--- src/sv/tftprr_pkg.sv ---
package tftprr_pkg;

   localparam int unsigned MAX_SEGMENT = 2048;
   localparam int unsigned SEG_FIELD_MAX = 4095;
   localparam logic [11:0] SEG_CAP =
      12'((MAX_SEGMENT > SEG_FIELD_MAX) ? SEG_FIELD_MAX : MAX_SEGMENT);
   localparam logic [11:0] HDR_BYTES = 12'd4;
   localparam logic [3:0] RETRY_LIMIT_RESET = 4'd10;
   localparam logic [11:0] SEGMENT_RESET = 12'd512;

   localparam logic [15:0] OPC_DATA = 16'd3;
   localparam logic [15:0] OPC_ERROR = 16'd5;
   localparam logic [15:0] OPC_OACK = 16'd6;

   typedef enum logic [1:0] {
      OP_START   = 2'd0,
      OP_PACKET  = 2'd1,
      OP_TIMEOUT = 2'd2,
      OP_ABORT   = 2'd3
   } op_type;

   typedef enum logic [0:0] {
      CSR_RETRY_LIMIT     = 1'b0,
      CSR_DEFAULT_SEGMENT = 1'b1
   } csr_index_type;

   typedef enum logic [2:0] {
      ACT_REPORT  = 3'd0,
      ACT_REQUEST = 3'd1,
      ACT_ACK     = 3'd2,
      ACT_NAK     = 3'd3,
      ACT_DELIVER = 3'd4
   } action_type;

   typedef enum logic [1:0] {
      NAK_GENERIC = 2'd0,
      NAK_BLOCK   = 2'd1,
      NAK_ABORT   = 2'd3
   } nak_type;

   typedef enum logic [2:0] {
      OUT_RUNNING        = 3'd0,
      OUT_FINISHED       = 3'd1,
      OUT_NOT_EXIST      = 3'd2,
      OUT_SERVER_ERROR   = 3'd3,
      OUT_PROTOCOL_ERROR = 3'd4,
      OUT_NO_ANSWER      = 3'd5
   } outcome_type;

   typedef enum logic [2:0] {
      K_START,
      K_ABORT,
      K_RETRY,
      K_DATA,
      K_ERROR,
      K_OACK,
      K_BAD_OPTION,
      K_OTHER
   } kind_type;

   typedef struct packed {
      kind_type    kind;
      logic [15:0] block;
      logic        not_exist;
      logic [11:0] seg;
      logic [11:0] payload;
   } cmd_type;

   typedef struct packed {
      action_type  action;
      logic [15:0] ack_block;
      nak_type     nak_code;
      logic [11:0] data_length;
      outcome_type outcome;
      logic        last;
   } rsp_type;

endpackage

--- src/sv/tftprr_ifs.sv ---
interface tftprr_req_if;
   logic        valid;
   logic        ready;
   logic [1:0]  op;
   logic [11:0] pkt_length;
   logic [15:0] opcode;
   logic [15:0] block_number;
   logic [15:0] blksize_option;
   logic        says_not_exist;

   modport source (
      output valid, op, pkt_length, opcode, block_number, blksize_option, says_not_exist,
      input  ready
   );
   modport sink (
      input  valid, op, pkt_length, opcode, block_number, blksize_option, says_not_exist,
      output ready
   );
endinterface

interface tftprr_rsp_if;
   logic        valid;
   logic        ready;
   logic [2:0]  action;
   logic [15:0] ack_block;
   logic [1:0]  nak_code;
   logic [11:0] data_length;
   logic [2:0]  outcome;
   logic        last;

   modport source (
      output valid, action, ack_block, nak_code, data_length, outcome, last,
      input  ready
   );
   modport sink (
      input  valid, action, ack_block, nak_code, data_length, outcome, last,
      output ready
   );
endinterface

--- src/sv/tftprr_front.sv ---
module tftprr_front import tftprr_pkg::*; (
   tftprr_req_if.sink req_bus,
   output logic       cmd_valid,
   input  logic       cmd_ready,
   output cmd_type    cmd_data
);

   op_type op;

   assign op = op_type'(req_bus.op);
   assign cmd_valid = req_bus.valid;
   assign req_bus.ready = cmd_ready;

   always_comb begin
      cmd_data.block = req_bus.block_number;
      cmd_data.not_exist = req_bus.says_not_exist;
      cmd_data.payload = req_bus.pkt_length - HDR_BYTES;
      cmd_data.seg = (req_bus.blksize_option > 16'(SEG_CAP)) ? SEG_CAP
                                                             : req_bus.blksize_option[11:0];
      if (op == OP_START) begin
         cmd_data.kind = K_START;
      end else if (op == OP_ABORT) begin
         cmd_data.kind = K_ABORT;
      end else if (op == OP_TIMEOUT || req_bus.pkt_length < HDR_BYTES) begin
         cmd_data.kind = K_RETRY;
      end else if (req_bus.opcode == OPC_DATA) begin
         cmd_data.kind = K_DATA;
      end else if (req_bus.opcode == OPC_ERROR) begin
         cmd_data.kind = K_ERROR;
      end else if (req_bus.opcode == OPC_OACK) begin
         cmd_data.kind = (req_bus.blksize_option == 16'd0) ? K_BAD_OPTION : K_OACK;
      end else begin
         cmd_data.kind = K_OTHER;
      end
   end

endmodule

--- src/sv/tftprr_queue.sv ---
module tftprr_queue import tftprr_pkg::*; (
   input  logic    clock,
   input  logic    reset,
   input  logic    push_valid,
   output logic    push_ready,
   input  cmd_type push_data,
   output logic    pop_valid,
   input  logic    pop_ready,
   output cmd_type pop_data
);

   localparam int unsigned DEPTH = 2;
   localparam int unsigned PTR_W = $clog2(DEPTH);

   cmd_type            ent_ff [DEPTH];
   logic [PTR_W-1:0]   wr_ptr_ff;
   logic [PTR_W-1:0]   rd_ptr_ff;
   logic [PTR_W:0]     count_ff;
   logic               push;
   logic               pop;

   assign push_ready = (count_ff != (PTR_W+1)'(DEPTH));
   assign pop_valid = (count_ff != '0);
   assign pop_data = ent_ff[rd_ptr_ff];
   assign push = push_valid && push_ready;
   assign pop = pop_valid && pop_ready;

   always_ff @(posedge clock) begin
      if (reset) begin
         wr_ptr_ff <= '0;
         rd_ptr_ff <= '0;
         count_ff <= '0;
      end else begin
         if (push) begin
            ent_ff[wr_ptr_ff] <= push_data;
            wr_ptr_ff <= wr_ptr_ff + 1'b1;
         end
         if (pop) begin
            rd_ptr_ff <= rd_ptr_ff + 1'b1;
         end
         if (push && !pop) begin
            count_ff <= count_ff + 1'b1;
         end else if (pop && !push) begin
            count_ff <= count_ff - 1'b1;
         end
      end
   end

endmodule

--- src/sv/tftprr_back.sv ---
module tftprr_back import tftprr_pkg::*; (
   input  logic        clock,
   input  logic        reset,
   input  logic        cmd_valid,
   output logic        cmd_ready,
   input  cmd_type     cmd_data,
   input  logic        csr_write,
   input  logic        csr_index,
   input  logic [11:0] csr_wdata,
   tftprr_rsp_if.source rsp_bus
);

   typedef enum logic [1:0] {
      PH_IDLE,
      PH_FIRST,
      PH_XFER
   } phase_type;

   phase_type   phase_ff, phase_in;
   logic [15:0] exp_ff, exp_in;
   logic [11:0] seg_ff, seg_in;
   logic [3:0]  cnt_ff, cnt_in;
   logic        ackm_ff, ackm_in;
   logic [3:0]  limit_ff;
   logic [11:0] dseg_ff;

   rsp_type     rsp_ff, pend_ff;
   logic        rsp_valid_ff, pend_valid_ff;
   rsp_type     res0_in, res1_in;
   logic [1:0]  nres;

   logic        out_free;
   logic        fire;
   logic        do_retry;
   logic        do_deliver;
   logic        retry_from_zero;
   logic [3:0]  limit;
   logic [3:0]  try_cnt;
   logic [11:0] pay;
   logic        is_short;
   outcome_type del_outcome;

   assign out_free = !rsp_valid_ff || rsp_bus.ready;
   assign cmd_ready = out_free && !pend_valid_ff;
   assign fire = cmd_valid && cmd_ready;

   assign rsp_bus.valid = rsp_valid_ff;
   assign rsp_bus.action = rsp_ff.action;
   assign rsp_bus.ack_block = rsp_ff.ack_block;
   assign rsp_bus.nak_code = rsp_ff.nak_code;
   assign rsp_bus.data_length = rsp_ff.data_length;
   assign rsp_bus.outcome = rsp_ff.outcome;
   assign rsp_bus.last = rsp_ff.last;

   assign limit = (limit_ff == 4'd0) ? 4'd1 : limit_ff;
   assign pay = (cmd_data.payload > seg_ff) ? seg_ff : cmd_data.payload;
   assign is_short = cmd_data.payload < seg_ff;
   assign del_outcome = is_short ? OUT_FINISHED : OUT_RUNNING;

   always_comb begin
      phase_in = phase_ff;
      exp_in = exp_ff;
      seg_in = seg_ff;
      cnt_in = cnt_ff;
      ackm_in = ackm_ff;
      res0_in = '0;
      res1_in = '0;
      res0_in.last = 1'b1;
      res1_in.last = 1'b1;
      nres = 2'd0;
      do_retry = 1'b0;
      do_deliver = 1'b0;
      retry_from_zero = 1'b0;

      if (cmd_data.kind == K_START) begin
         phase_in = PH_FIRST;
         exp_in = '0;
         seg_in = dseg_ff;
         cnt_in = '0;
         ackm_in = 1'b0;
         res0_in.action = ACT_REQUEST;
         nres = 2'd1;
      end else if (phase_ff != PH_IDLE) begin
         nres = 2'd1;
         phase_in = PH_IDLE;
         res0_in.action = ACT_NAK;
         res0_in.nak_code = NAK_GENERIC;
         res0_in.outcome = OUT_PROTOCOL_ERROR;
         case (cmd_data.kind)
            K_ABORT: begin
               res0_in.nak_code = NAK_ABORT;
               res0_in.outcome = OUT_RUNNING;
            end
            K_RETRY: do_retry = 1'b1;
            K_ERROR: begin
               if (phase_ff == PH_FIRST) begin
                  res0_in.action = ACT_REPORT;
                  res0_in.outcome = cmd_data.not_exist ? OUT_NOT_EXIST : OUT_SERVER_ERROR;
               end else begin
                  res0_in.outcome = OUT_SERVER_ERROR;
               end
            end
            K_OACK: begin
               if (phase_ff == PH_FIRST) begin
                  seg_in = cmd_data.seg;
                  ackm_in = 1'b1;
                  retry_from_zero = 1'b1;
                  do_retry = 1'b1;
               end
            end
            K_DATA: begin
               if (phase_ff == PH_FIRST) begin
                  exp_in = 16'd1;
                  if (cmd_data.block != 16'd1) begin
                     res0_in.nak_code = NAK_BLOCK;
                  end else begin
                     do_deliver = 1'b1;
                  end
               end else if ({1'b0, cmd_data.block} == {1'b0, exp_ff} + 17'd1) begin
                  exp_in = cmd_data.block;
                  do_deliver = 1'b1;
               end else begin
                  do_retry = 1'b1;
               end
            end
            default: ;
         endcase
      end

      try_cnt = (retry_from_zero ? 4'd0 : cnt_ff) + 4'd1;
      if (do_retry) begin
         cnt_in = try_cnt;
         res0_in = '0;
         res0_in.last = 1'b1;
         if (try_cnt >= limit) begin
            phase_in = PH_IDLE;
            res0_in.outcome = OUT_NO_ANSWER;
         end else begin
            phase_in = phase_ff;
            if (phase_ff == PH_FIRST && !ackm_in) begin
               res0_in.action = ACT_REQUEST;
            end else begin
               res0_in.action = ACT_ACK;
               res0_in.ack_block = exp_ff;
            end
         end
      end

      if (do_deliver) begin
         nres = 2'd2;
         cnt_in = '0;
         phase_in = is_short ? PH_IDLE : PH_XFER;
         res0_in.action = ACT_DELIVER;
         res0_in.ack_block = cmd_data.block;
         res0_in.nak_code = NAK_GENERIC;
         res0_in.data_length = pay;
         res0_in.outcome = del_outcome;
         res0_in.last = 1'b0;
         res1_in.action = ACT_ACK;
         res1_in.ack_block = cmd_data.block;
         res1_in.outcome = del_outcome;
      end
   end

   always_ff @(posedge clock) begin
      if (reset) begin
         phase_ff <= PH_IDLE;
         exp_ff <= '0;
         seg_ff <= SEGMENT_RESET;
         cnt_ff <= '0;
         ackm_ff <= 1'b0;
         limit_ff <= RETRY_LIMIT_RESET;
         dseg_ff <= SEGMENT_RESET;
         rsp_valid_ff <= 1'b0;
         pend_valid_ff <= 1'b0;
      end else begin
         if (csr_write) begin
            case (csr_index_type'(csr_index))
               CSR_RETRY_LIMIT:     limit_ff <= csr_wdata[3:0];
               CSR_DEFAULT_SEGMENT: dseg_ff <= csr_wdata;
               default: ;
            endcase
         end
         if (out_free) begin
            if (pend_valid_ff) begin
               rsp_ff <= pend_ff;
               rsp_valid_ff <= 1'b1;
               pend_valid_ff <= 1'b0;
            end else if (fire) begin
               phase_ff <= phase_in;
               exp_ff <= exp_in;
               seg_ff <= seg_in;
               cnt_ff <= cnt_in;
               ackm_ff <= ackm_in;
               rsp_ff <= res0_in;
               pend_ff <= res1_in;
               rsp_valid_ff <= (nres != 2'd0);
               pend_valid_ff <= (nres == 2'd2);
            end else begin
               rsp_valid_ff <= 1'b0;
            end
         end
      end
   end

endmodule

--- src/sv/tftp_read_receiver.sv ---
// Channel  Dir  Handshake      Payload
// req_bus  in   valid/ready    op, pkt_length, opcode, block_number, blksize_option,
//                              says_not_exist
// rsp_bus  out  valid/ready    action, ack_block, nak_code, data_length, outcome, last
// csr_*    in   csr_write      csr_index, csr_wdata (no read-back)
//
// One transaction per cycle for events with one result while rsp_bus is ready; a
// delivered block gives two results, sent one after the other through the single
// output register of the executor. A request is registered in the command queue
// and then in the output register before its earliest result transaction.
// Reset is synchronous: clears queue, transfer state and output; csr values return
// to retry limit 10 and segment size 512.
// A two-entry command queue separates classifier and executor, so rsp stalls do
// not block req until the queue fills.
module tftp_read_receiver import tftprr_pkg::*; (
   input  logic         clock,
   input  logic         reset,
   tftprr_req_if.sink   req_bus,
   tftprr_rsp_if.source rsp_bus,
   input  logic         csr_write,
   input  logic         csr_index,
   input  logic [11:0]  csr_wdata
);

   logic    fq_valid, fq_ready;
   cmd_type fq_data;
   logic    qb_valid, qb_ready;
   cmd_type qb_data;

   tftprr_front u_front (
      .req_bus   (req_bus),
      .cmd_valid (fq_valid),
      .cmd_ready (fq_ready),
      .cmd_data  (fq_data)
   );

   tftprr_queue u_queue (
      .clock      (clock),
      .reset      (reset),
      .push_valid (fq_valid),
      .push_ready (fq_ready),
      .push_data  (fq_data),
      .pop_valid  (qb_valid),
      .pop_ready  (qb_ready),
      .pop_data   (qb_data)
   );

   tftprr_back u_back (
      .clock     (clock),
      .reset     (reset),
      .cmd_valid (qb_valid),
      .cmd_ready (qb_ready),
      .cmd_data  (qb_data),
      .csr_write (csr_write),
      .csr_index (csr_index),
      .csr_wdata (csr_wdata),
      .rsp_bus   (rsp_bus)
   );

   a_idle_after_reset: assert property (@(posedge clock)
      $past(reset) |-> !rsp_bus.valid)
      else $error("result valid right after reset");

   a_deliver_not_last: assert property (@(posedge clock) disable iff (reset)
      (rsp_bus.valid && rsp_bus.action == ACT_DELIVER) |-> !rsp_bus.last)
      else $error("delivery marked last");

   a_ack_follows: assert property (@(posedge clock) disable iff (reset)
      (rsp_bus.valid && rsp_bus.ready && !rsp_bus.last) |=>
         (rsp_bus.valid && rsp_bus.last && rsp_bus.action == ACT_ACK))
      else $error("no ack after delivery");

   a_pair_held: assert property (@(posedge clock) disable iff (reset)
      (rsp_bus.valid && !rsp_bus.last) |=> rsp_bus.valid)
      else $error("second result lost");

endmodule

--- src/flat_wrapper.sv ---
// flat-port wrapper written by rule: the top's interface ports become plain ports
module tftp_read_receiver_flat import tftprr_pkg::*;
  (clock, reset, csr_write, csr_index, csr_wdata, req_bus_valid, req_bus_op, req_bus_pkt_length, req_bus_opcode, req_bus_block_number, req_bus_blksize_option, req_bus_says_not_exist, req_bus_ready, rsp_bus_valid, rsp_bus_action, rsp_bus_ack_block, rsp_bus_nak_code, rsp_bus_data_length, rsp_bus_outcome, rsp_bus_last, rsp_bus_ready);
  tftprr_req_if req_bus_i ();
  tftprr_rsp_if rsp_bus_i ();
  input  logic clock;
  input  logic reset;
  input  logic csr_write;
  input  logic csr_index;
  input  logic [11:0] csr_wdata;
  input wire logic [$bits(req_bus_i.valid)-1:0] req_bus_valid;
  input wire logic [$bits(req_bus_i.op)-1:0] req_bus_op;
  input wire logic [$bits(req_bus_i.pkt_length)-1:0] req_bus_pkt_length;
  input wire logic [$bits(req_bus_i.opcode)-1:0] req_bus_opcode;
  input wire logic [$bits(req_bus_i.block_number)-1:0] req_bus_block_number;
  input wire logic [$bits(req_bus_i.blksize_option)-1:0] req_bus_blksize_option;
  input wire logic [$bits(req_bus_i.says_not_exist)-1:0] req_bus_says_not_exist;
  output wire logic [$bits(req_bus_i.ready)-1:0] req_bus_ready;
  output wire logic [$bits(rsp_bus_i.valid)-1:0] rsp_bus_valid;
  output wire logic [$bits(rsp_bus_i.action)-1:0] rsp_bus_action;
  output wire logic [$bits(rsp_bus_i.ack_block)-1:0] rsp_bus_ack_block;
  output wire logic [$bits(rsp_bus_i.nak_code)-1:0] rsp_bus_nak_code;
  output wire logic [$bits(rsp_bus_i.data_length)-1:0] rsp_bus_data_length;
  output wire logic [$bits(rsp_bus_i.outcome)-1:0] rsp_bus_outcome;
  output wire logic [$bits(rsp_bus_i.last)-1:0] rsp_bus_last;
  input wire logic [$bits(rsp_bus_i.ready)-1:0] rsp_bus_ready;
  assign req_bus_i.valid = req_bus_valid;
  assign req_bus_i.op = req_bus_op;
  assign req_bus_i.pkt_length = req_bus_pkt_length;
  assign req_bus_i.opcode = req_bus_opcode;
  assign req_bus_i.block_number = req_bus_block_number;
  assign req_bus_i.blksize_option = req_bus_blksize_option;
  assign req_bus_i.says_not_exist = req_bus_says_not_exist;
  assign req_bus_ready = req_bus_i.ready;
  assign rsp_bus_valid = rsp_bus_i.valid;
  assign rsp_bus_action = rsp_bus_i.action;
  assign rsp_bus_ack_block = rsp_bus_i.ack_block;
  assign rsp_bus_nak_code = rsp_bus_i.nak_code;
  assign rsp_bus_data_length = rsp_bus_i.data_length;
  assign rsp_bus_outcome = rsp_bus_i.outcome;
  assign rsp_bus_last = rsp_bus_i.last;
  assign rsp_bus_i.ready = rsp_bus_ready;
  tftp_read_receiver u_core (.clock(clock), .reset(reset), .req_bus(req_bus_i), .rsp_bus(rsp_bus_i), .csr_write(csr_write), .csr_index(csr_index), .csr_wdata(csr_wdata));
endmodule
--- config.mk ---
export PLATFORM = sky130hd
export DESIGN_NAME = tftp_read_receiver_flat
export DESIGN_NICKNAME = d
export VERILOG_FILES = /design/src/sv/tftprr_pkg.sv /design/src/sv/tftprr_ifs.sv /design/src/sv/tftprr_front.sv /design/src/sv/tftprr_queue.sv /design/src/sv/tftprr_back.sv /design/src/sv/tftp_read_receiver.sv /design/src/flat_wrapper.sv
export SDC_FILE = /design/constraint.sdc
export NUM_CORES = 1
export LEC_CHECK = 0
export CORE_MARGIN = 4
export CORE_UTILIZATION = 60
export DETAILED_ROUTE_END_ITERATION = 10
export DONT_BUFFER_PORTS = 1
export PLACE_DENSITY = 0.81
export REMOVE_ABC_BUFFERS = 1
export SLEW_MARGIN = 20
export SYNTH_ARGS = -nofsm -noshare
export SYNTH_HDL_FRONTEND = slang
export SYNTH_SLANG_ARGS = --single-unit
--- constraint.sdc ---
create_clock -name clock -period 13.52 [get_ports clock]
set_input_delay 0.676 -clock clock [delete_from_list [all_inputs] [get_ports clock]]
set_output_delay 0.676 -clock clock [all_outputs]
set_load 0.01 [all_outputs]
==> results of run 1 <==
==> worst paths after layout <==
path	start	to	slack [ps]	cells after the start
worst max-delay path	flip-flop	u_core.u_back.rsp_bus.ack_block[0]	8900	13
worst min-delay path	reset	u_core.u_back.phase_ff[0]	260	1
worst max register to register	flip-flop	u_core.u_back.rsp_bus.ack_block[0]	8900	13
worst min register to register	u_core.u_back.dseg_ff[0]	u_core.u_back.dseg_ff[0]	460	2
==> power by group <==
| group | switching (W) | internal [W] | total (W) |
|---|---|---|---|
| Sequential | 0.0000532 | 0.000739 | 0.000793 |
| Combinational | 0.000233 | 0.000140 | 0.000373 |
| Clock | 0.000230 | 0.000344 | 0.000573 |
==> layout make-up <==
class / instances / share of cell area
flip-flops and latches: 201 / 0.512
repair buffers: 7 / 0.00493
clock buffers: 25 / 0.0507
well taps: 216 / 0.0253
inverters: 38 / 0.0134
multi-input cells: 579 / 0.381
clock inverters: 13 / 0.0134
==> synthesized netlist by cell type (all sizes together), types with 12 or more instances <==
| master | instances |
|---|---|
| buf | 14 |
| o31ai | 19 |
| inv | 38 |
| xnor2 | 22 |
| o21ai | 14 |
| clkbuf | 26 |
| a21oi | 39 |
| and2 | 13 |
| a22oi | 16 |
| nand3 | 16 |
| o211a | 13 |
| nor4 | 15 |
| nor3 | 18 |
| dfxtp | 58 |
| mux2i | 55 |
| xor2 | 13 |
| nand2b | 33 |
| nor2b | 18 |
| ha | 20 |
| edfxtp | 143 |
| nand2 | 75 |
| mux2 | 14 |
| nor2 | 78 |
| a211oi | 12 |
==> sequential cells by signal, indices dropped and copies added (netlist names), named ones only <==
signal	flops
u_core.u_back.rsp_bus.action	3
u_core.u_back.dseg_ff	12
u_core.u_back.phase_ff	2
u_core.u_back.exp_ff	16
u_core.u_queue.ent_ff	88
u_core.u_back.ackm_ff	1
u_core.u_back.limit_ff	4
u_core.u_back.pend_ff	18
u_core.u_back.rsp_bus.last	1
u_core.u_back.rsp_bus.valid	1
u_core.u_back.rsp_bus.data_length	12
u_core.u_back.rsp_bus.ack_block	16
u_core.u_queue.wr_ptr_ff	1
u_core.u_queue.rd_ptr_ff	1
u_core.u_back.seg_ff	12
u_core.u_back.pend_valid_ff	1
u_core.u_back.cnt_ff	4
u_core.u_queue.count_ff	2
u_core.u_back.rsp_bus.outcome	3
u_core.u_back.rsp_bus.nak_code	2
==> through the flow <==
| step | worst slack [ps] | util | hold slack (ps) |
|---|---|---|---|
| 5_1_grt | 8660 | 0.669 | 232 |
| 4_1_cts | 8960 | 0.668 | 240 |
| 2_1_floorplan | 8320 | - | 431 |
| 6_report | 8900 | 0.669 | 258 |
| 3_5_place_dp | 8970 | 0.625 | 446 |
| 3_3_place_gp | 9060 | 0.625 | 441 |
==> routing by layer <==
metal,share of wire,track usage,vias to the layer above,wire (µm)
li1,-,-,3127,-
met1,0.39,0.295,3243,8770
met2,0.50,0.431,286,11400
met3,0.071,0.0570,53,1600
met4,0.036,0.0868,0,813
met5,0,0,-,0
==> cell families after synthesis <==
| family | count (synthesis) |
|---|---|
| compound gates | 152 |
| xor+xnor | 35 |
| fa+ha+maj | 20 |
| buf+inv | 78 |
| flops | 201 |
| mux | 69 |
| simple gates | 303 |
==> worst register-to-register path, stage by stage, from the launching register on <==
cell and delay, ps:
dfxtp_2 730, mux2_2 490, nor4_4 540, nor2_1 170, ha_1 230, xor2_1 220, inv_1 70, ha_1 300
a21o_1 200, a221oi_4 380, nand2_2 110, a41oi_4 580, a22oi_1 160, o31ai_1 190
==> results.sh, run 1 <==
export IMPL_critical_path_class="flip-flop to flip-flop"
export IMPL_finalSetupViolCount=0
export IMPL_clock_skew_ps=14.9
export IMPL_routedWlPerCell_um=20.9
export IMPL_ys_seq_elements=201
export IMPL_cp_arrival_ps=4860
export IMPL_grt_overflow=0
export IMPL_routed_wl_um=22600
export IMPL_grt_first_pass_wirelength_um=35600
export IMPL_pin_count=120
export IMPL_synthTopCellsByArea="edfxtp_1 44%, dfxtp_1 12%, mux2i_1 4.7%, nor2_1 3.0%, nand2_1 2.8%"
export IMPL_synth_top_family_by_area="simple AND/OR/NAND/NOR gates"
export IMPL_yosysUniqueCellTypes=73
export IMPL_cpMostUsedCell="ha_1"
export IMPL_dpl_hpwl_um=15800
export IMPL_critPathCaptureType="flip-flop"
export IMPL_synth_xor_area_frac=0.0312
export IMPL_cts_setup_buffers=0
export IMPL_root_buffer="clkbuf_16"
export IMPL_numCtsBuffers=21
export IMPL_stdcell_area_mm2=0.0107
export IMPL_report_final_slew_viol_count=0
export IMPL_drc_errors=0
export IMPL_start_util=0.616
export IMPL_synth_compound_area_frac=0.117
export IMPL_clkTransAtPathRegs_ps=60
export IMPL_fp_dieW_um=136
export IMPL_finalNonFillerCells=1079
export IMPL_place_inst=1041
export IMPL_drive_gt1_frac=0.104
export IMPL_path_max_fanout=20
export IMPL_critPathTopFamily="compound AO/OA/AOI/OAI gates"
export IMPL_die_area_mm2=0.0185
export IMPL_peakVddDrop_mv=0.110
export IMPL_netlist_instances=858
export IMPL_fp_row_count=46
export IMPL_drv_cap=0
export IMPL_synth_top_cell_by_area="edfxtp_1"
export IMPL_synth_adder_area_share=0.0255
export IMPL_max_freq_mhz=217
export IMPL_final_common_cell="edfxtp_1"
export IMPL_path_buf_inv=1
export IMPL_grt_antenna_before_repair=0
export IMPL_cp_required_ps=13760
export IMPL_grt_pass1_vias=6796
export IMPL_tightest_slew_ps=1080
export IMPL_ys_dominant_reg_cell="edfxtp_1"
export IMPL_leakagePower_nw=3.89
export IMPL_port_buffers=0
export IMPL_status="finished clean"
export IMPL_avgSynthCellArea_um2=11.5
export IMPL_multi_input_area_mm2=0.00406
export IMPL_grt_max_degree=58
export IMPL_min_path_type="input pin to flip-flop"
export IMPL_ant_nets=0
export IMPL_placed_area_mm2=0.00997
export IMPL_core_area_mm2=0.0159
export IMPL_vias=6709
export IMPL_clockBufferDepth=3
export IMPL_synthesis_area_mm2=0.00983
export IMPL_crit_path_start_kind="flip-flop"
export IMPL_seq_area_mm2=0.00546
export IMPL_cts_tree="built"
export IMPL_cts_max_level=1
export IMPL_hold_violations=0
export IMPL_dieHeight_um=136
export IMPL_clk_latency_ps=500
export IMPL_synth_simple_area_share=0.158
export IMPL_ctsHoldBuffers=0
export IMPL_ys_seq_area_frac=0.555
export IMPL_cts_resized=0
export IMPL_critical_path_max_stage_delay_ps=730
export IMPL_relSlewSlack=0.282
export IMPL_clock_sinks=201
export IMPL_n_antenna_cell=0
export IMPL_cp_slowest_cell="dfxtp_2"
export IMPL_min_period_ps=4620
export IMPL_first_pass_iters=6
export IMPL_yosysWarningCount=0
export IMPL_async_flop_share=0
export IMPL_mostFrequentLayoutCells="143 x edfxtp_1, 77 x nor2_1, 74 x nand2_1, 56 x dfxtp_1, 46 x mux2i_1"
export IMPL_grt_use_total=0.245
export IMPL_yosysTopAreaCellShare=0.437
export IMPL_period_share=0.342
export IMPL_pwr_density_cell_mw_per_mm2=163
export IMPL_drtIter0Drc=805
export IMPL_rsz0062_at_grt="false"
export IMPL_n_fill_cell=1178
export IMPL_routed_via_density=6.22
export IMPL_syn_to_final_growth_pct=8.52
export IMPL_synth_edf_count=143
export IMPL_synthMuxAreaShare=0.0782
export IMPL_setup_tns_ps=0
export IMPL_power_w=0.00174
export IMPL_crit_chain="mux2_2 > nor4_4 > nor2_1 > ha_1 > xor2_1 > inv_1 > ha_1 > a21o_1 > a221oi_4 > nand2_2 > a41oi_4 > a22oi_1 > o31ai_1"
export IMPL_place_congestion=0.931
export IMPL_fin_nets=949
Power figures use the tool's default switching activity.
==> inputs of run 2 (changes only) <==
==> constraint.sdc (replaced) <==
create_clock -name clock -period 4.7 [get_ports clock]
set_input_delay 0.235 -clock clock [delete_from_list [all_inputs] [get_ports clock]]
set_output_delay 0.235 -clock clock [all_outputs]
set_load 0.01 [all_outputs]
==> results.sh, run 2 (synthesis results as in run 1) <==
export IMPL_min_period_ps=3890
export IMPL_cts_max_level=1
export IMPL_start_util=0.616
export IMPL_drive_gt1_frac=0.109
export IMPL_setup_ws_ps=807
export IMPL_clockBufferDepth=3
export IMPL_drc_errors=0
export IMPL_cp_required_ps=5010
export IMPL_met3RoutedLength_um=1380
export IMPL_setup_tns_ps=0
export IMPL_hold_violations=0
export IMPL_clock_skew_ps=26.7
export IMPL_fin_nets=1015
export IMPL_routed_wl_met2_um=11900
export IMPL_max_freq_mhz=257
export IMPL_dpl_hpwl_um=15500
export IMPL_final_common_cell="edfxtp_1"
export IMPL_grt_use_total=0.263
export IMPL_period_share=0.828
export IMPL_place_congestion=0.914
export IMPL_leakagePower_nw=4.19
export IMPL_fp_row_count=46
export IMPL_crit_path_start_kind="flip-flop"
export IMPL_clk_latency_ps=520
export IMPL_drv_cap=0
export IMPL_critPathCaptureType="flip-flop"
export IMPL_drtIter0Drc=637
export IMPL_vias=7092
export IMPL_core_area_mm2=0.0159
export IMPL_grt_pass1_vias=7144
export IMPL_power_w=0.00508
export IMPL_stdcell_area_mm2=0.0113
export IMPL_rsz0062_at_grt="false"
export IMPL_relSlewSlack=0.299
export IMPL_routed_wl_um=23900
export IMPL_syn_to_final_growth_pct=15.4
export IMPL_numCtsBuffers=22
export IMPL_routedWlPerCell_um=20.8
export IMPL_status="finished clean"
export IMPL_clkTransAtPathRegs_ps=60
export IMPL_highest_layer="met4"
export IMPL_clock_sinks=201
export IMPL_cts_resized=0
export IMPL_pin_count=120
export IMPL_peakVddDrop_mv=0.339
export IMPL_ant_nets=0
export IMPL_grt_max_degree=58
export IMPL_grt_antenna_before_repair=1
export IMPL_pwr_density_cell_mw_per_mm2=448
export IMPL_cp_arrival_ps=4200
export IMPL_dieHeight_um=136
export IMPL_grt_first_pass_wirelength_um=38100
export IMPL_largest_register="u_core.u_queue.ent_ff"
export IMPL_reg_top3="u_core.u_queue.ent_ff x88, u_core.u_back.pend_ff x18"
export IMPL_cts_tree="built"
export IMPL_port_buffers=0
export IMPL_largest_reg_flops=88
export IMPL_die_area_mm2=0.0185
export IMPL_mostFrequentLayoutCells="143 x edfxtp_1, 77 x nor2_1, 74 x nand2_1, 57 x dlygate4sd3_1, 56 x dfxtp_1"
export IMPL_drt_met1_wl_um=9450
export IMPL_place_ws_ps=845
export IMPL_ctsHoldBuffers=58
export IMPL_holdWs_ps=21.8
export IMPL_grt_overflow=0
export IMPL_worstHoldStart="reset"
export IMPL_first_pass_iters=5
export IMPL_root_buffer="clkbuf_16"
export IMPL_placed_area_mm2=0.0100
export IMPL_finalSetupViolCount=0
export IMPL_cts_setup_buffers=0
export IMPL_critical_path_class="flip-flop to flip-flop"
export IMPL_routed_via_density=6.18
export IMPL_path_max_fanout=17
export IMPL_report_final_slew_viol_count=0
export IMPL_fp_dieW_um=136
export IMPL_tightest_slew_ps=1050
export IMPL_min_path_type="input pin to flip-flop"
[run 2: cell count changes in the layout (fill, tap and decap cells not counted), moves of 3 or more]
cell | previous run | this run
dlygate4sd3_1 | 0 | 57
clkbuf_8 | 0 | 4
bufinv_16 | 3 | 0
buf_4 | 7 | 14
[run 2: where the power goes]
part           switching [W]  total, W  internal, W
sequential          0.000119   0.00225      0.00213
clock               0.000708   0.00168     0.000968
combinational       0.000714   0.00116     0.000446
[run 2: layout make-up]
| cell class | instances | area, µm² |
|---|---|---|
| Clock buffer | 31 | 646 |
| Tap cell | 216 | 270 |
| Clock inverter | 9 | 75.1 |
| Timing Repair Buffer | 72 | 696 |
| Inverter | 38 | 143 |
| Antenna cell | 2 | 5.00 |
| Fill cell | 1059 | 4600 |
| Multi-Input combinational cell | 579 | 4050 |
| Sequential cell | 201 | 5460 |
[run 2: final timing paths]
check	to	slack, ps	cells after the start
max	u_core.u_back.rsp_bus.ack_block[3]	810	14
min	u_core.u_queue.wr_ptr_ff	20	2
max reg2reg	u_core.u_back.rsp_bus.ack_block[3]	810	14
min reg2reg	u_core.u_back.dseg_ff[11]	460	2
[run 2: stage by stage]
stage	util	std cells
2_1_floorplan	-	818
3_5_place_dp	0.629	1048
4_1_cts	0.711	1146
6_report	0.712	1148
5_1_grt	0.711	1147
3_3_place_gp	0.629	1048
[run 2: worst max-delay path, cell delays in order, from the launching register on]
cell      delay [ps]
dfxtp_2          390
mux2i_2          530
nor4_4           100
buf_4            190
nor2_1           200
ha_1             210
xor2_1           200
inv_1             70
ha_1             300
a21o_1           200
a221oi_4         350
nand2_2          100
a41oi_4          520
a22oi_1          170
o31ai_1          140
[run 2: routing by layer]
layer,global-route usage,up-vias
li1,-,3265
met1,0.335,3437
met2,0.449,321
met3,0.0433,69
met4,0.105,0
met5,0,-
==> inputs of run 3 (changes only) <==
--- a/config.mk
+++ b/config.mk
@@ -5,8 +5,9 @@
 export SDC_FILE = /design/constraint.sdc
 export NUM_CORES = 1
 export LEC_CHECK = 0
+export ABC_AREA = 1
 export CORE_MARGIN = 4
-export CORE_UTILIZATION = 60
+export CORE_UTILIZATION = 58
 export DETAILED_ROUTE_END_ITERATION = 10
 export DONT_BUFFER_PORTS = 1
 export PLACE_DENSITY = 0.81
==> constraint.sdc (replaced) <==
create_clock -name clock -period 3.5 [get_ports clock]
set_input_delay 0.175 -clock clock [delete_from_list [all_inputs] [get_ports clock]]
set_output_delay 0.175 -clock clock [all_outputs]
set_load 0.01 [all_outputs]
==> results.sh, run 3 <==
export IMPL_clockBufferDepth=3
export IMPL_ys_seq_elements=201
export IMPL_period_share=0.993
export IMPL_critical_path_class="flip-flop to flip-flop"
export IMPL_seq_area_mm2=0.00546
export IMPL_ant_nets=0
export IMPL_routedWlPerCell_um=17.2
export IMPL_cp_arrival_ps=3830
export IMPL_first_pass_iters=8
export IMPL_start_util=0.597
export IMPL_critPathCaptureType="flip-flop"
export IMPL_place_congestion=0.909
export IMPL_final_common_cell="nand2_1"
export IMPL_cts_max_level=1
export IMPL_synthTopCellsByArea="edfxtp_1 43%, dfxtp_1 12%, nand2_1 11%, nor2_1 5.5%, inv_1 4.3%"
export IMPL_peakVddDrop_mv=0.427
export IMPL_synth_commonest_cells="292 x nand2_1, 145 x nor2_1, 143 x edfxtp_1, 113 x inv_1, 73 x nand3_1"
export IMPL_report_final_slew_viol_count=0
export IMPL_yosysTopAreaCellShare=0.431
export IMPL_fp_row_count=47
export IMPL_netlist_instances=1140
export IMPL_syn_to_final_growth_pct=17.2
export IMPL_synth_top_cell_by_area="edfxtp_1"
export IMPL_avgSynthCellArea_um2=8.75
export IMPL_drtIter0Drc=746
export IMPL_p_seq_frac=0.403
export IMPL_min_path_type="input pin to flip-flop"
export IMPL_async_flop_share=0
export IMPL_largest_register="u_core.u_queue.ent_ff"
export IMPL_grt_max_degree=45
export IMPL_status="finished clean"
export IMPL_largest_reg_flops=88
export IMPL_reg_top3="u_core.u_queue.ent_ff x88, u_core.u_back.pend_ff x18"
export IMPL_clkTransAtPathRegs_ps=60
export IMPL_pwr_density_cell_mw_per_mm2=668
export IMPL_switchingPower_w=0.00274
export IMPL_drv_cap=0
export IMPL_holdWs_ps=31.4
export IMPL_mostFrequentLayoutCells="290 x nand2_1, 143 x nor2_1, 143 x edfxtp_1, 110 x inv_1, 71 x nand3_1"
export IMPL_clock_skew_ps=7.97
export IMPL_finalSetupViolCount=0
export IMPL_numCtsBuffers=21
export IMPL_r2r_end="u_core.u_back.rsp_bus.ack_block[5]"
export IMPL_grt_antenna_before_repair=0
export IMPL_worstHoldStart="req_bus_pkt_length[8]"
export IMPL_fin_nets=1311
export IMPL_clock_sinks=201
export IMPL_vias=8182
export IMPL_hold_violations=0
export IMPL_pin_count=120
export IMPL_synthesis_area_mm2=0.00997
export IMPL_internal_power_w=0.00507
export IMPL_core_area_mm2=0.0167
export IMPL_ys_seq_area_frac=0.547
export IMPL_cts_tree="built"
export IMPL_grt_first_pass_wirelength_um=38600
export IMPL_reg2reg_depth=20
export IMPL_yosysWarningCount=0
export IMPL_place_inst=1338
export IMPL_grt_pass1_vias=7949
export IMPL_grt_overflow=0
export IMPL_finalNonFillerCells=1444
export IMPL_routed_via_density=5.67
export IMPL_n_antenna_cell=0
export IMPL_clk_latency_ps=500
export IMPL_root_buffer="clkbuf_16"
export IMPL_swShare=0.351
export IMPL_drc_errors=0
export IMPL_min_period_ps=3480
export IMPL_multi_input_area_mm2=0.00391
export IMPL_reg2reg_slack_ps=20
export IMPL_routed_wl_um=24800
export IMPL_yosysUniqueCellTypes=44
export IMPL_holdPathStages=2
export IMPL_port_buffers=0
export IMPL_n_fill_cell=1239
export IMPL_dpl_hpwl_um=15800
export IMPL_relSlewSlack=0.322
export IMPL_die_area_mm2=0.0194
export IMPL_rsz0062_at_grt="true"
export IMPL_max_freq_mhz=288
export IMPL_tightest_slew_ps=1010
export IMPL_hold_path_end="u_core.u_queue.ent_ff[1][9]"
export IMPL_ys_dominant_reg_cell="edfxtp_1"
export IMPL_cp_required_ps=3850
export IMPL_synth_edf_count=143
export IMPL_fp_dieW_um=139
export IMPL_clkPwrFrac=0.285
export IMPL_crit_path_start_kind="flip-flop"
export IMPL_grt_use_total=0.244
export IMPL_p_comb_frac=0.313
export IMPL_synthMostInstantiatedCell="nand2_1"
export IMPL_path_max_fanout=6
export IMPL_dieHeight_um=139
export IMPL_drive_gt1_frac=0.105
export IMPL_leakagePower_nw=4.57
## run 3: changes by cell type in the layout (fill, tap and decap cells not counted), moves of 14 or more
cell	previous run	this run
a22oi_1	16	0
mux2i_1	46	3
inv_1	38	110
nand3_1	16	71
xnor2_1	22	7
nand2_1	74	290
nand2b_1	33	0
nor2_1	77	143
nor2b_1	18	0
o21ai_0	11	41
mux2_2	14	0
## run 3: stage by stage
| stage | area (µm²) | setup slack [ps] | util | TNS (ps) | power (W) |
|---|---|---|---|---|---|
| CTS | 11500 | 3.71 | 0.690 | 0 | 0.00764 |
| global placement | 10200 | 189 | 0.610 | 0 | 0.00527 |
| global route | 11700 | -105 | 0.700 | -1640 | 0.00821 |
| finish | 11700 | 24.2 | 0.700 | 0 | 0.00781 |
| detailed placement | 10200 | 10.2 | 0.610 | 0 | 0.00534 |
| floorplan | 9710 | -1120 | - | -111810 | 0.00466 |
## run 3: area by class of cell
type                       instances  share of cell area
inverter                         121              0.0393
sequential                       201               0.467
multi-input combinational        774               0.335
clock inverter                    10             0.00857
tap                              220              0.0236
timing repair buffer              91              0.0760
clock buffer                      27              0.0503
## run 3: kinds of logic after synthesis
group,after synthesis,share of synthesized area
adder cells (fa/ha/maj),20,0.0251
AND/OR/NAND/NOR,582,0.251
buffers and inverters,165,0.0723
flip-flops,201,0.547
AO/OA/AOI/OAI,155,0.0897
multiplexers,3,0.00301
XOR/XNOR,14,0.0123
## run 3: worst max-delay path by stage
stage | from | to | slack, ps | cells after the start
floorplan | flip-flop | u_core.u_back.rsp_bus.ack_block[8] | -1120 | 22
global placement | flip-flop | u_core.u_back.rsp_bus.ack_block[8] | 190 | 23
detailed placement | flip-flop | u_core.u_back.rsp_bus.ack_block[7] | 10 | 23
CTS | flip-flop | u_core.u_back.rsp_bus.ack_block[7] | 4 | 23
global route | flip-flop | u_core.u_back.rsp_bus.action[1] | -110 | 22
finish | flip-flop | u_core.u_back.rsp_bus.ack_block[5] | 20 | 20
## run 3: what timing repair did
action	CTS	global route
hold endpoints to repair	124	0
buffers inserted	0	3
resized for setup	1	29
cloned	0	2
pin swaps	0	19
setup endpoints to repair	5	18
hold buffers	64	0
## run 3: power by group through the flow
stage	clock (W)	combinational, W	sequential (W)
floorplan	0	0.00146	0.00320
global placement	0	0.00209	0.00318
detailed placement	0	0.00215	0.00319
CTS	0.00225	0.00224	0.00314
global route	0.00236	0.00268	0.00317
finish	0.00222	0.00244	0.00314
## run 3: critical path, stage by stage (launching register included)
cell and delay, ps:
dfxtp_4 400, mux2i_1 220, inv_1 100, nor2_1 90, inv_1 50, nor2_1 130
nand2_2 110, inv_2 110, nor2_1 50, ha_1 320, ha_1 360, inv_1 70
nor2_1 40, o21ai_0 180, nand2_1 130, a31oi_4 180, inv_2 70, a21oi_4 240
clkbuf_16 210, nand3_1 100, a21oi_2 140
## run 3: routing by layer
metal / routed length, µm / track usage / up-vias
met5: 0 / 0 / -
met4: 678 / 0.0778 / 0
met3: 1950 / 0.0466 / 60
met2: 12800 / 0.451 / 393
met1: 9400 / 0.286 / 3802
li1: - / - / 3927
